--- src/hdl/plsa_pkg.sv ---
// ----------------------------------------------------------------------------
// plsa_pkg
// Shared types and constants of the positional list shift array: sizes,
// opcode and status codes, and the command broadcast to the cell row.
// ----------------------------------------------------------------------------
package plsa_pkg;

  localparam int DEPTH      = 64;
  localparam int ITEM_BITS  = 32;
  localparam int IDX_W      = $clog2(DEPTH);
  localparam int CNT_W      = $clog2(DEPTH + 1);
  localparam int POS_BITS   = 7;
  localparam int VALUE_BITS = 32;
  localparam int COUNT_BITS = 7;
  localparam int WIDE_BITS  = 64;
  localparam int CMP_W      = (CNT_W > POS_BITS) ? CNT_W : POS_BITS;

  typedef enum logic [1:0] {
    OP_APPEND = 2'd0,
    OP_INSERT = 2'd1,
    OP_REMOVE = 2'd2,
    OP_READ   = 2'd3
  } plsa_op_e;

  typedef enum logic [1:0] {
    ST_OK     = 2'd0,
    ST_BOUNDS = 2'd1,
    ST_EMPTY  = 2'd2,
    ST_FULL   = 2'd3
  } plsa_status_e;

  typedef enum logic [1:0] {
    ACT_HOLD   = 2'd0,
    ACT_APPEND = 2'd1,
    ACT_INSERT = 2'd2,
    ACT_REMOVE = 2'd3
  } plsa_act_e;

  typedef logic [ITEM_BITS-1:0] item_t;

  typedef struct packed {
    plsa_act_e        act;
    logic [IDX_W-1:0] idx;
    item_t            data;
  } plsa_cmd_t;

endpackage

--- src/hdl/plsa_cell.sv ---
// ----------------------------------------------------------------------------
// plsa_cell
// One list slot: holds an entry, loads new data, or takes the entry of its
// left or right neighbor depending on the broadcast command.
// ----------------------------------------------------------------------------
module plsa_cell (
  input  logic                       clk_i,
  input  plsa_pkg::plsa_cmd_t        cmd_i,
  input  logic [plsa_pkg::IDX_W-1:0] cell_idx_i,
  input  plsa_pkg::item_t            left_i,
  input  plsa_pkg::item_t            right_i,
  output plsa_pkg::item_t            entry_o,
  output plsa_pkg::item_t            tap_o
);
  import plsa_pkg::*;

  item_t entry_q, entry_d;

  always_comb begin
    entry_d = entry_q;
    case (cmd_i.act)
      ACT_APPEND: begin
        if (cell_idx_i == cmd_i.idx) entry_d = cmd_i.data;
      end
      ACT_INSERT: begin
        if (cell_idx_i == cmd_i.idx) begin
          entry_d = cmd_i.data;
        end else if (cell_idx_i > cmd_i.idx) begin
          entry_d = left_i;
        end
      end
      ACT_REMOVE: begin
        if (cell_idx_i >= cmd_i.idx) entry_d = right_i;
      end
      default: ;
    endcase
  end

  always_ff @(posedge clk_i) begin
    entry_q <= entry_d;
  end

  assign entry_o = entry_q;
  // read bus: only the addressed cell drives nonzero
  assign tap_o   = (cell_idx_i == cmd_i.idx) ? entry_q : '0;

endmodule

--- config.mk ---
export PLATFORM = sky130hd
export DESIGN_NAME = plsa_cell
export DESIGN_NICKNAME = d
export VERILOG_FILES = /design/src/hdl/plsa_pkg.sv /design/src/hdl/plsa_cell.sv
export SDC_FILE = /design/constraint.sdc
export NUM_CORES = 1
export LEC_CHECK = 0
export ABC_AREA = 0
export BUFFER_PORTS_ARGS = -buffer_cell sky130_fd_sc_hd__buf_2
export CAP_MARGIN = 10
export CELL_PAD_IN_SITES_DETAIL_PLACEMENT = 0
export CELL_PAD_IN_SITES_GLOBAL_PLACEMENT = 1
export CORE_MARGIN = 2
export CORE_UTILIZATION = 29
export CTS_BUF_LIST = sky130_fd_sc_hd__clkbuf_8
export CTS_CLUSTER_SIZE = 24
export DETAILED_ROUTE_END_ITERATION = 10
export HOLD_SLACK_MARGIN = 0.03
export PLACE_DENSITY_LB_ADDON = 0.1
export SKIP_LAST_GASP = 1
export SLEW_MARGIN = 20
export SYNTH_ARGS = -nofsm -noshare
export SYNTH_HDL_FRONTEND = slang
export SYNTH_SLANG_ARGS = --single-unit
--- constraint.sdc ---
create_clock -name clk_i -period 8.8 [get_ports clk_i]
set_input_delay 0.88 -clock clk_i [delete_from_list [all_inputs] [get_ports clk_i]]
set_output_delay 0.88 -clock clk_i [all_outputs]
set_load 0.01 [all_outputs]
Yosys cells after proc, flatten, opt, wreduce, memory -nomap -nowiden:

Index checks and enable logic that the tools add are counted.

* flip-flop bits (word level): 32
* input port bits: 111
* output and inout port bits: 64
* logic and storage cells: 18

* order comparisons: 2
* eq/ne operators: 7
* multiplexer cells: 6
* reduce and logical (&&, ||, !) cells: 2

Operators by type and width (count)
* 2-to-1 mux 32 bit: 5
* case mux 32 bit (3 select lines): 1
* == test 6 bit: 1
* greater-or-equal comparator 6 bit: 1
* > comparator 6 bit: 1
* == test 2 bit (second input constant): 2
* inequality test 2 bit (second input constant): 2
* AND reduction 4 bit: 1
* inequality test 3 bit (second input constant): 1
* nonzero test 3 bit: 1
* == test 2 x 1 -> 1 bit (second input constant): 1

Longest topological paths before layout:

* depth in word-level cells: 4
* mapped depth: 7
* mapped depth without buffers: 6

Least setup slack after synthesis:

Ideal clock, no wire load.

* path type: input port to flip-flop
* start: input cmd_i[36] (netlist name)
* end: register entry_q[0] (netlist: entry_o[0]), enable pin
* library setup time: 0.466 ns
* arrival time: 3.790 ns
* data required time: 8.334 ns
* path slack: 4.545 ns
* stages on the path: 5
* buffers on the path: 0
* cell sequence: inv_1 ha_1 and4_4 a21oi_1 o21ai_0

* cells in the longest elaborated chain, start to end: 3
* elaborated cells between the ends (all ways): 7
* classes of those cells: order compare (2); eq/ne (4); reduce/logical (1)

RTL lines
* start: declaration: line plsa_cell.sv:8 `input plsa_pkg::plsa_cmd_t cmd_i,`
* > comparator 6 bit (tied with other cells): line plsa_cell.sv:28 `end else if (cell_idx_i > cmd_i.idx) begin`
* inequality test 3 bit (no source line) or inequality test 2 bit (tied branches)
* AND reduction 4 bit (no source line) *
* end signal: assignment: line plsa_cell.sv:40 `entry_q <= entry_d;`
* end: declaration: line plsa_cell.sv:17 `item_t entry_q, entry_d;`

Mark *: on every way between the ends. The rest lies on a longest branch, timed or not.
A chain may end at the register's enable or synchronous reset.

Final worst setup path:

* start: input cmd_i[36] (netlist name)
* end: output tap_o[21]

* cells in the longest elaborated chain, start to end: 2

RTL lines
* == test 6 bit: line plsa_cell.sv:45 `assign tap_o = (cell_idx_i == cmd_i.idx) ? entry_q : '0;`
* 2-to-1 mux 32 bit: line plsa_cell.sv:45
* end: declaration: line plsa_cell.sv:13 `output plsa_pkg::item_t tap_o`

Every way passes these cells.

==> impl_metrics.csv <==
group,metric,value,unit
cells_and_area,regArea,961,um2
power_and_ir_drop,vdd_drop_max,0.0000632,V
global_routing,grt-ovfl-total,0,
setup_path,worstPathRequired,7.92,ns
setup_path,cp_cell_sequence,"buf_2, inv_1, ha_1, and4_4, and3_1, and2_1, buf_2",
cells_and_area,area_delta_synth_final,49.6,%
floorplan,die_area,7650,um2
power_and_ir_drop,p_leak,1.46,nW
yosys,postSynthCellCount,206,
worst_hold_path,hold_end,"entry_o[18]$_DFFE_PP_",
run_status,status,"complete, no violations",
worst_hold_path,worstHoldStart,"right_i[18]",
placed_design,dpl.hpwl,5.07,mm
floorplan,fp.dieH,87.5,um
yosys,ys_seq_area_share,47.6,%
cells_and_area,final_nets,486,
power_and_ir_drop,cellPowerDensity,149,nW/um2
cells_and_area,largest_register_ffs,32,
sta,final-setup-viol-count,0,
cells_and_area,final_layout_size_suffix_gt1_share,50.5,%
routing,wl,7.27,mm
yosys,synth-seq-cells,32,
routing,vias,2362,
clocking,post-cts-setup-buffer-count,0,
clocking,clockBufferDepth,2,
clocking,cts_resized,0,
yosys,yosysUniqueCellTypes,19,
setup_path,cp-end-kind,"output pin",
clocking,root_buffer,"clkbuf_8",
routing,detail-route-antenna-nets,0,
setup_path,max_stage_delay,0.79,ns
global_routing,grt_usage,18.1,%
placed_design,gp_congestion,0.768,
sta,period_share,40.9,%
global_routing,grt_pass1_vias,2249,
clocking,clock-sinks,32,
yosys,ys_warn_count,0,
yosys,yosysTopAreaCell,"edfxtp_1",
cells_and_area,multi_input_area,940,um2
sta,period_minus_slack,3.60,ns
setup_path,cp-start-kind,"input pin",
setup_path,cp_slowest_cell,"and3_1",
clocking,cts_tree,"yes",
clocking,numCtsBuffers,5,
cells_and_area,final_cell_mix,"174 x buf_2, 64 x o22ai_1, 34 x a21oi_1, 32 x and2_1, 32 x edfxtp_1",
sta,max_freq,0.278,GHz
global_routing,grt_pass1_wl,10.7,mm
floorplan,coreArea,6760,um2
cells_and_area,final_common_cell,"buf_2",
sta,whs,0.951,ns
setup_path,critPathKind,"input pin to output pin",
global_routing,grt_max_degree,36,
worst_hold_path,hp-class,"input pin to flop",
routing,drt_iter0_markers,68,
setup_path,cp_data_arrival_time,2.72,ns
yosys,synth_top_area_share,47.6,%
yosys,synth_nets,323,
sta,hold_violations,0,
clocking,clk_pin_slew,0.07,ns
routing,first_pass_iters,4,
run,maxCapViolCount,0,
floorplan,ios,175,
sta,drv_slew,0,
cells_and_area,num-fill-cells,694,
sta,rsz0062_at_grt,"false",
yosys,syn_area,2020,um2
setup_path,cp_common_cell,"buf_2",
floorplan,die_w,87.5,um
clocking,cts-hold-fix-buffers,0,
routing,wl_per_cell,16.2,um
setup_path,crit_path_max_fanout,33,
clocking,htreeDepth,2,
floorplan,initial_core_util,29.9,%
yosys,syn_avg_cell_area,9.80,um2
routing,drc,0,
placed_design,port-buffer-count,174,
floorplan,rows,30,
sta,tightestPinTransition,1.08,ns
sta,slew-limit-headroom,28.1,%
worst_hold_path,hold_depth,3,
routing,vias_per_cell,5.25,
cells_and_area,diodes,0,
global_routing,antenna_found_initial,0,
sta,tns,0,ns
yosys,synth_area_leaders,"edfxtp_1 48%, o22ai_1 20%, and2_1 9.9%",
## how the worst max path moves through the flow
stage / startpoint / to / slack [ns] / cells after the start
final: cmd_i[36] / tap_o[21] / 5.20 / 7
after global routing: cmd_i[36] / tap_o[23] / 5.04 / 7
after CTS: cmd_i[36] / tap_o[21] / 5.16 / 7
after detailed placement: cmd_i[36] / tap_o[21] / 5.16 / 7
after global placement: cmd_i[36] / tap_o[11] / 5.18 / 7
after floorplan: cmd_i[36] / entry_o[0]$_DFFE_PP_ / 4.54 / 5
## power by group
part | internal, W | switching (W) | total, W | leakage [nW]
logic | 0.0000485 | 0.0000580 | 0.000107 | 1.10
registers | 0.000193 | 0.00000911 | 0.000202 | 0.307
clock network | 0.0000838 | 0.0000589 | 0.000143 | 0.0541
## metal layers
layer,global-route usage (%),up-vias,wire length [um]
li1,-,1138,-
met1,21.7,1106,3070
met2,32.4,111,3610
met3,4.08,7,516
met4,4.62,0,74
met5,0,-,0
## through the flow
step	utilization (%)	std cells	setup WS (ns)	total power, W	instance area [um2]
2_1_floorplan	-	206	4.54	0.000257	2020
3_3_place_gp	43.0	442	5.18	0.000312	2910
3_5_place_dp	43.1	442	5.16	0.000312	2910
4_1_cts	44.7	450	5.16	0.000455	3020
5_1_grt	44.7	450	5.04	0.000475	3020
6_report	44.7	450	5.20	0.000451	3020
## cell usage after synthesis (all sizes together)
cell    instances
a21o            1
a21oi          34
a31o            1
a32oi           1
and2           32
and3            1
and4            1
buf             7
clkbuf         12
edfxtp         32
ha              6
inv             8
nand2           2
nand2b          1
nand3           2
o21ai           1
o22ai          64
## worst max-delay path, delay by kind of cell
| kind | cells | cell delay (ns) |
|---|---|---|
| buf+inv | 3 | 0.24 |
| simple gates | 3 | 1.28 |
| fa+ha+maj | 1 | 0.30 |
## logic make-up (layout without fill, tap and decap cells)
group / Yosys count / after routing / synth area share, %
fa+ha+maj: 6 / 6 / 3.72
flops: 32 / 32 / 47.6
simple gates: 39 / 39 / 12.0
compound gates: 102 / 102 / 30.2
buf+inv: 27 / 191 / 6.57
## layout make-up
| cell class | count | share of cell area (%) |
|---|---|---|
| Multi-Input combinational cell | 147 | 31.1 |
| Inverter | 8 | 0.994 |
| Clock buffer | 5 | 2.28 |
| Clock inverter | 3 | 1.41 |
| Tap cell | 80 | 3.31 |
| Timing Repair Buffer | 175 | 29.1 |
| Sequential cell | 32 | 31.8 |
(Power assumes the default switching activity.)
