===== src/hdl/plsa_pkg.sv =====
// ----------------------------------------------------------------------------
// plsa_pkg
// Shared types and constants of the positional list shift array: sizes,
// opcode and status codes, and the command broadcast to the cell row.
// ----------------------------------------------------------------------------
package plsa_pkg;

  localparam int DEPTH      = 64;
  localparam int ITEM_BITS  = 32;
  localparam int IDX_W      = $clog2(DEPTH);
  localparam int CNT_W      = $clog2(DEPTH + 1);
  localparam int POS_BITS   = 7;
  localparam int VALUE_BITS = 32;
  localparam int COUNT_BITS = 7;
  localparam int WIDE_BITS  = 64;
  localparam int CMP_W      = (CNT_W > POS_BITS) ? CNT_W : POS_BITS;

  typedef enum logic [1:0] {
    OP_APPEND = 2'd0,
    OP_INSERT = 2'd1,
    OP_REMOVE = 2'd2,
    OP_READ   = 2'd3
  } plsa_op_e;

  typedef enum logic [1:0] {
    ST_OK     = 2'd0,
    ST_BOUNDS = 2'd1,
    ST_EMPTY  = 2'd2,
    ST_FULL   = 2'd3
  } plsa_status_e;

  typedef enum logic [1:0] {
    ACT_HOLD   = 2'd0,
    ACT_APPEND = 2'd1,
    ACT_INSERT = 2'd2,
    ACT_REMOVE = 2'd3
  } plsa_act_e;

  typedef logic [ITEM_BITS-1:0] item_t;

  typedef struct packed {
    plsa_act_e        act;
    logic [IDX_W-1:0] idx;
    item_t            data;
  } plsa_cmd_t;

endpackage


===== src/hdl/plsa_ctrl.sv =====
// ----------------------------------------------------------------------------
// plsa_ctrl
// Request decode, bounds/empty/full checks, entry count and the result
// registers. Drives the command that the cell row executes.
// ----------------------------------------------------------------------------
module plsa_ctrl (
  input  logic                            clk_i,
  input  logic                            rst_ni,
  input  logic                            accept_i,
  input  logic [1:0]                      opcode_i,
  input  logic [plsa_pkg::POS_BITS-1:0]   position_i,
  input  logic [plsa_pkg::VALUE_BITS-1:0] value_i,
  input  plsa_pkg::item_t                 rd_data_i,
  output plsa_pkg::plsa_cmd_t             cmd_o,
  output logic                            result_valid_o,
  output logic [plsa_pkg::VALUE_BITS-1:0] read_value_o,
  output logic [1:0]                      status_o,
  output logic [plsa_pkg::COUNT_BITS-1:0] item_count_o
);
  import plsa_pkg::*;

  logic [CNT_W-1:0]      count_q, count_d;
  logic                  valid_q;
  logic [VALUE_BITS-1:0] rd_q;
  plsa_status_e          st_q;
  logic [COUNT_BITS-1:0] cnt_out_q;

  plsa_op_e              op;
  plsa_status_e          st;
  logic [CMP_W-1:0]      pos_w, cnt_w, cnt_next_w;
  logic [WIDE_BITS-1:0]  val_wide, rd_wide;
  logic                  full, empty;

  always_comb begin
    op         = plsa_op_e'(opcode_i);
    pos_w      = CMP_W'(position_i);
    cnt_w      = CMP_W'(count_q);
    full       = (count_q == CNT_W'(DEPTH));
    empty      = (count_q == '0);
    val_wide   = WIDE_BITS'(value_i);
    rd_wide    = '0;
    st         = ST_OK;
    count_d    = count_q;
    cmd_o.act  = ACT_HOLD;
    cmd_o.idx  = pos_w[IDX_W-1:0];
    cmd_o.data = val_wide[ITEM_BITS-1:0];
    case (op)
      OP_APPEND: begin
        if (full) begin
          st = ST_FULL;
        end else begin
          cmd_o.act = ACT_APPEND;
          cmd_o.idx = count_q[IDX_W-1:0];
          count_d   = CNT_W'(count_q + 1'b1);
        end
      end
      OP_INSERT: begin
        // position check takes priority over full
        if (pos_w > cnt_w) begin
          st = ST_BOUNDS;
        end else if (full) begin
          st = ST_FULL;
        end else begin
          cmd_o.act = ACT_INSERT;
          count_d   = CNT_W'(count_q + 1'b1);
        end
      end
      OP_REMOVE: begin
        if (empty) begin
          st = ST_EMPTY;
        end else if (pos_w >= cnt_w) begin
          st = ST_BOUNDS;
        end else begin
          cmd_o.act = ACT_REMOVE;
          count_d   = CNT_W'(count_q - 1'b1);
        end
      end
      OP_READ: begin
        if (empty) begin
          st = ST_EMPTY;
        end else if (pos_w >= cnt_w) begin
          st = ST_BOUNDS;
        end else begin
          rd_wide = WIDE_BITS'(rd_data_i);
        end
      end
      default: ;
    endcase
    if (!accept_i) begin
      cmd_o.act = ACT_HOLD;
      count_d   = count_q;
    end
    cnt_next_w = CMP_W'(count_d);
  end

  always_ff @(posedge clk_i or negedge rst_ni) begin
    if (!rst_ni) begin
      count_q <= '0;
      valid_q <= 1'b0;
    end else begin
      count_q <= count_d;
      valid_q <= accept_i;
    end
  end

  always_ff @(posedge clk_i) begin
    if (accept_i) begin
      rd_q      <= rd_wide[VALUE_BITS-1:0];
      st_q      <= st;
      cnt_out_q <= cnt_next_w[COUNT_BITS-1:0];
    end
  end

  assign result_valid_o = valid_q;
  assign read_value_o   = rd_q;
  assign status_o       = st_q;
  assign item_count_o   = cnt_out_q;

endmodule


===== config.mk =====
export PLATFORM = sky130hd
export DESIGN_NAME = plsa_ctrl
export DESIGN_NICKNAME = d
export VERILOG_FILES = /design/src/hdl/plsa_pkg.sv /design/src/hdl/plsa_ctrl.sv
export SDC_FILE = /design/constraint.sdc
export NUM_CORES = 1
export LEC_CHECK = 0
export ABC_CLOCK_PERIOD_IN_PS = 4700
export BUFFER_PORTS_ARGS = -buffer_cell sky130_fd_sc_hd__buf_2
export CAP_MARGIN = 20
export CORE_MARGIN = 3
export CORE_UTILIZATION = 40
export CTS_BUF_LIST = sky130_fd_sc_hd__clkbuf_4 sky130_fd_sc_hd__clkbuf_8
export DETAILED_ROUTE_END_ITERATION = 6
export PLACE_DENSITY = 0.82
export REMOVE_ABC_BUFFERS = 1
export SETUP_SLACK_MARGIN = 0.3
export SLEW_MARGIN = 10
export SYNTH_ARGS = -nofsm -noshare
export SYNTH_HDL_FRONTEND = slang
export SYNTH_SLANG_ARGS = --single-unit

===== constraint.sdc =====
create_clock -name clk_i -period 4.7 [get_ports clk_i]
set_input_delay 0.705 -clock clk_i [delete_from_list [all_inputs] [get_ports clk_i]]
set_output_delay 0.705 -clock clk_i [all_outputs]
set_load 0.03 [all_outputs]

After elaboration in Yosys (flattened, before gate mapping). Cells that the tools add are included.

Add/sub/neg operators: 2. Magnitude comparators: 2. Equality and inequality tests: 4. Multiplexer cells: 19. Bitwise logic cells: 1. Reductions and logical operators: 4.

Operators by type and width (number): 2-to-1 mux 7 bit (6); one-hot mux 7 bit (3 select lines) (1); 2-to-1 mux 2 bit (8); one-hot mux 2 bit (3 select lines) (2); adder 7 x 1 -> 7 bit (second input constant) (1); == test 7 bit (second input constant) (1); greater-or-equal comparator 7 bit (1); greater-than comparator 7 bit (1); logical NOT 7 bit (1); subtractor 7 x 1 -> 7 bit (second input constant) (1); 2-to-1 mux 6 bit (1); == test 2 bit (second input constant) (2); OR reduction 3 bit (1); == test 2 x 1 -> 1 bit (second input constant) (1); logical NOT 2 bit (1); OR reduction 2 bit (1); 2-to-1 mux 1 bit (1); inverter 1 bit (1).

Flip-flop bits (word level): 49. Input bits: 76. Output and inout port bits: 82. Word-level logic and storage cells: 37.

Logic depth before layout (Yosys ltp).
Depth after elaboration: 5. Mapped depth: 10. Mapped depth without buffers: 8.

Least setup slack after synthesis. OpenSTA, ideal clock, no wires.

Path type: input to output. From: input position_i[0] in the netlist's numbering. To: output cmd_o[38] in the netlist's numbering. Arrival: 2.385 ns. Data required time: 3.995 ns. Slack: 1.610 ns. Stages: 8. Cells stage by stage: inv_1 > ha_1 > nand2b_1 > a211o_1 > a21oi_4 > nor2b_4 > a21oi_1 > nor2_1.

RTL lines: from (decl) (line plsa_ctrl.sv:11) `input logic [plsa_pkg::POS_BITS-1:0] position_i,`; to (decl) (line plsa_ctrl.sv:14) `output plsa_pkg::plsa_cmd_t cmd_o,`.

==> impl_metrics.xml <==
<?xml version="1.0" encoding="UTF-8"?>
<metrics>
  <group name="critical_path">
    <metric name="cp.required" unit="ns">3.99</metric>
    <metric name="worst_setup_path_start_kind" unit="">flip-flop</metric>
    <metric name="timing.critical_path.max_delay_family" unit="">compound AO/OA/AOI/OAI gates</metric>
    <metric name="cpPeakStageDelay" unit="ns">0.56</metric>
    <metric name="cp.buffers_inverters" unit="">2</metric>
    <metric name="criticalPathCategory" unit="">reg -&gt; out</metric>
    <metric name="path_cells" unit="">inv_1 -&gt; ha_1 -&gt; a21oi_1 -&gt; o21ai_1 -&gt; a21oi_4 -&gt; nor2b_4 -&gt; o2bb2ai_1 -&gt; and2_1 -&gt; buf_2</metric>
    <metric name="crit_path_top_delay_cell" unit="">dfrtp_1</metric>
    <metric name="crit_path_end_kind" unit="">output port</metric>
    <metric name="crit_fanout" unit="">10</metric>
    <metric name="critPathArrivalTime" unit="ns">2.61</metric>
  </group>
  <group name="job">
    <metric name="maxCapViolations" unit="">0</metric>
  </group>
  <group name="clock_tree">
    <metric name="postCtsResizedCells" unit="">0</metric>
    <metric name="cts_hold_buf" unit="">0</metric>
    <metric name="worstSkewPairLatency" unit="ns">0.30</metric>
    <metric name="cts_inserted_buffers" unit="">5</metric>
    <metric name="post-cts-setup-buffer-count" unit="">0</metric>
    <metric name="cts_num_sinks" unit="">49</metric>
    <metric name="cts_tree" unit="">yes</metric>
    <metric name="htree_num_levels" unit="">2</metric>
    <metric name="clk_root_buffer_cell" unit="">clkbuf_8</metric>
    <metric name="clk_pin_slew" unit="ns">0.09</metric>
    <metric name="cts_max_path_buffers" unit="">2</metric>
  </group>
  <group name="power">
    <metric name="p_leak" unit="nW">1.39</metric>
    <metric name="peakVddDrop" unit="mV">0.190</metric>
    <metric name="total_power_divided_by_cell_area" unit="nW/µm²">456</metric>
  </group>
  <group name="yosys">
    <metric name="syn-cell-area" unit="µm²">2680</metric>
    <metric name="synthesis.instances" unit="">238</metric>
    <metric name="synthTopCellsByArea" unit="">edfxtp_1 (46%), buf_4 (9.8%), and2_1 (7.7%)</metric>
    <metric name="synth.ff_latch_count" unit="">49</metric>
    <metric name="seq_area_frac_synth" unit="%">53.4</metric>
    <metric name="yosys.cell_types.count" unit="">44</metric>
    <metric name="postSynthAreaPerCell" unit="µm²">11.3</metric>
    <metric name="ys.warnings.count" unit="">0</metric>
    <metric name="yosysTopAreaCell" unit="">edfxtp_1</metric>
    <metric name="yosysTopAreaCellShare" unit="%">45.9</metric>
  </group>
  <group name="grt">
    <metric name="grt_max_degree" unit="">41</metric>
    <metric name="global_route.overflow_total" unit="">0</metric>
    <metric name="grt_usage" unit="%">17.4</metric>
    <metric name="grt_pass1_vias" unit="">1956</metric>
    <metric name="grt_first_pass_wirelength" unit="µm">10100</metric>
    <metric name="grt_antenna_before_repair" unit="">0</metric>
  </group>
  <group name="route">
    <metric name="drt-total-wl" unit="µm">6820</metric>
    <metric name="drt_iter0_drc" unit="">135</metric>
    <metric name="drtAntennaViolNets" unit="">0</metric>
    <metric name="average_wire_length_per_cell_after_detail_routing" unit="µm">18.1</metric>
    <metric name="detail_route.drc_violations" unit="">0</metric>
    <metric name="dr_total_vias" unit="">2002</metric>
    <metric name="count_of_tritonroute_iterations_in_the_first_routing_pass" unit="">4</metric>
    <metric name="viasPerCell" unit="">5.31</metric>
  </group>
  <group name="sta">
    <metric name="finalSetupViolCount" unit="">0</metric>
    <metric name="hold_viol" unit="">0</metric>
    <metric name="finalWorstPathRequiredPeriod" unit="ns">3.32</metric>
    <metric name="grt_setup_unrepaired" unit="">no</metric>
    <metric name="worst_clock_skew" unit="ns">0.0140</metric>
    <metric name="tns" unit="ns">0</metric>
    <metric name="worstMarginPinSlew" unit="ns">0.492</metric>
    <metric name="max-slew-margin-rel" unit="%">67.2</metric>
    <metric name="slew_viol_final" unit="">0</metric>
    <metric name="max_clock_freq" unit="MHz">301</metric>
    <metric name="min_period_over_period" unit="%">70.6</metric>
  </group>
  <group name="place">
    <metric name="placed_cells_incl_taps" unit="">369</metric>
    <metric name="detailed_place_hpwl" unit="µm">5310</metric>
    <metric name="port_buffers" unit="">93</metric>
    <metric name="gpl.final_weighted_congestion" unit="">0.858</metric>
  </group>
  <group name="floorplan">
    <metric name="ios" unit="">158</metric>
    <metric name="floorplan.die.width" unit="µm">87.9</metric>
    <metric name="std_cell_rows" unit="">29</metric>
    <metric name="initial_core_util" unit="%">41.7</metric>
    <metric name="design.core.area" unit="µm²">6420</metric>
    <metric name="dieArea" unit="µm²">7720</metric>
    <metric name="chipHeight" unit="µm">87.9</metric>
  </group>
  <group name="run_status">
    <metric name="run_status" unit="">completed</metric>
  </group>
  <group name="min_path">
    <metric name="worstHoldPathType" unit="">in -&gt; async</metric>
  </group>
  <group name="final_layout">
    <metric name="finalNetCount" unit="">384</metric>
    <metric name="antenna-diode-count" unit="">0</metric>
    <metric name="area_delta_synth_final" unit="%">14.9</metric>
    <metric name="stdcell_count" unit="">377</metric>
    <metric name="drive_gt1_share" unit="%">36.7</metric>
    <metric name="n_fill_cell" unit="">596</metric>
  </group>
</metrics>
-- flip-flops by register name, summed over array words and instances, names as in the netlist --
register,count
cnt_w,7
item_count_o,7
read_value_o,32
result_valid_o,1
status_o,2
-- cell usage in the layout, fill, tap and decap left out, types with 2 or more instances in the layout --
cell type	n
dfrtp_1	8
inv_2	2
buf_2	93
nand4_1	4
a22o_1	4
nand3_1	9
o21ai_1	3
edfxtp_1	41
nor3_1	4
a211o_1	2
nor2b_1	2
o21ai_0	2
nand2b_1	4
and2_1	33
a31oi_1	3
o31ai_1	4
a21oi_1	15
clkbuf_8	5
inv_1	8
ha_1	9
nor2_1	7
nand2_1	10
o221ai_1	3
-- cell usage after synthesis (all sizes together) --
cell,n
o21bai,1
inv,10
nand3b,1
o211a,1
xnor2,1
or3,1
o21a,1
nand2,10
edfxtp,41
a211o,2
o22ai,1
o21ai,5
a31oi,3
o2111ai,1
buf,35
o211ai,1
a211oi,1
a21o,1
nor3,5
o2bb2ai,1
dfrtp,8
nand4,4
nor2,8
nand2b,4
ha,9
nand3,9
o41a,1
a22o,4
clkbuf,5
a21oi,16
o21ba,1
o221ai,3
and2b,1
nor2b,3
mux2,1
and2,33
a21bo,1
o31ai,4
-- area by class of cell --
class	instances	area [µm²]	area share, %
clock buffers	5	68.8	2.23
clock inverters	3	43.8	1.42
inverters	10	37.5	1.22
multi-input cells	139	930	30.2
flip-flops and latches	49	1430	46.5
well taps	77	96.3	3.13
repair buffers	94	473	15.4
-- logic make-up (layout without fill, tap and decap cells) --
| logic type | after synthesis | after routing | share of synthesized area, % |
|---|---|---|---|
| AOI/OAI and AO/OA | 49 | 49 | 12.9 |
| xor gates and xnor gates | 1 | 1 | 0.327 |
| adders and majority gates | 9 | 9 | 4.20 |
| buffers and inverters | 50 | 112 | 11.9 |
| DFF | 49 | 49 | 53.4 |
| muxes | 1 | 1 | 0.420 |
| and+or+nand+nor | 79 | 79 | 16.8 |
-- final timing paths --
path	slack, ns	end	startpoint	depth (start not counted)
worst max-delay path	1.38	cmd_o[39]	cnt_w[4]$_DFF_PN0_	9
worst min-delay path	0.24	cnt_w[0]$_DFF_PN0_	rst_ni	1
worst max register to register	2.05	item_count_o[2]$_DFFE_PP_	cnt_w[3]$_DFF_PN0_	8
worst min register to register	0.57	cnt_w[1]$_DFF_PN0_	cnt_w[1]$_DFF_PN0_	1
max in group asynchronous	4.28	cnt_w[5]$_DFF_PN0_	rst_ni	1
min in group clk_i	0.57	cnt_w[1]$_DFF_PN0_	cnt_w[1]$_DFF_PN0_	1
-- report_power, final --
part	switching (mW)	total (mW)	internal, mW	leakage, nW
Sequential	0.0607	0.611	0.551	0.516
Clock	0.141	0.300	0.160	0.0585
Combinational	0.324	0.494	0.171	0.814
Total	0.525	1.41	0.881	1.39
-- metrics by stage --
step	power (mW)	hold WS (ns)	utilization [%]	worst slack, ns	cell area (µm²)
3_3_place_gp	1.09	0.532	46.2	1.50	2970
5_1_grt	1.49	0.231	48.0	1.20	3080
4_1_cts	1.41	0.233	48.0	1.41	3080
3_5_place_dp	1.11	0.540	46.2	1.45	2970
6_report	1.41	0.241	48.0	1.38	3080
2_1_floorplan	0.957	0.409	-	1.62	2400
-- layer usage --
| layer | GRT usage [%] | part of all wire [%] |
|---|---|---|
| met5 | 3.25 | 0 |
| met1 | 22.2 | 40 |
| met4 | 4.04 | 1.5 |
| met2 | 26.4 | 48 |
| met3 | 8.28 | 10 |
Power figures use the tool's default switching activity.
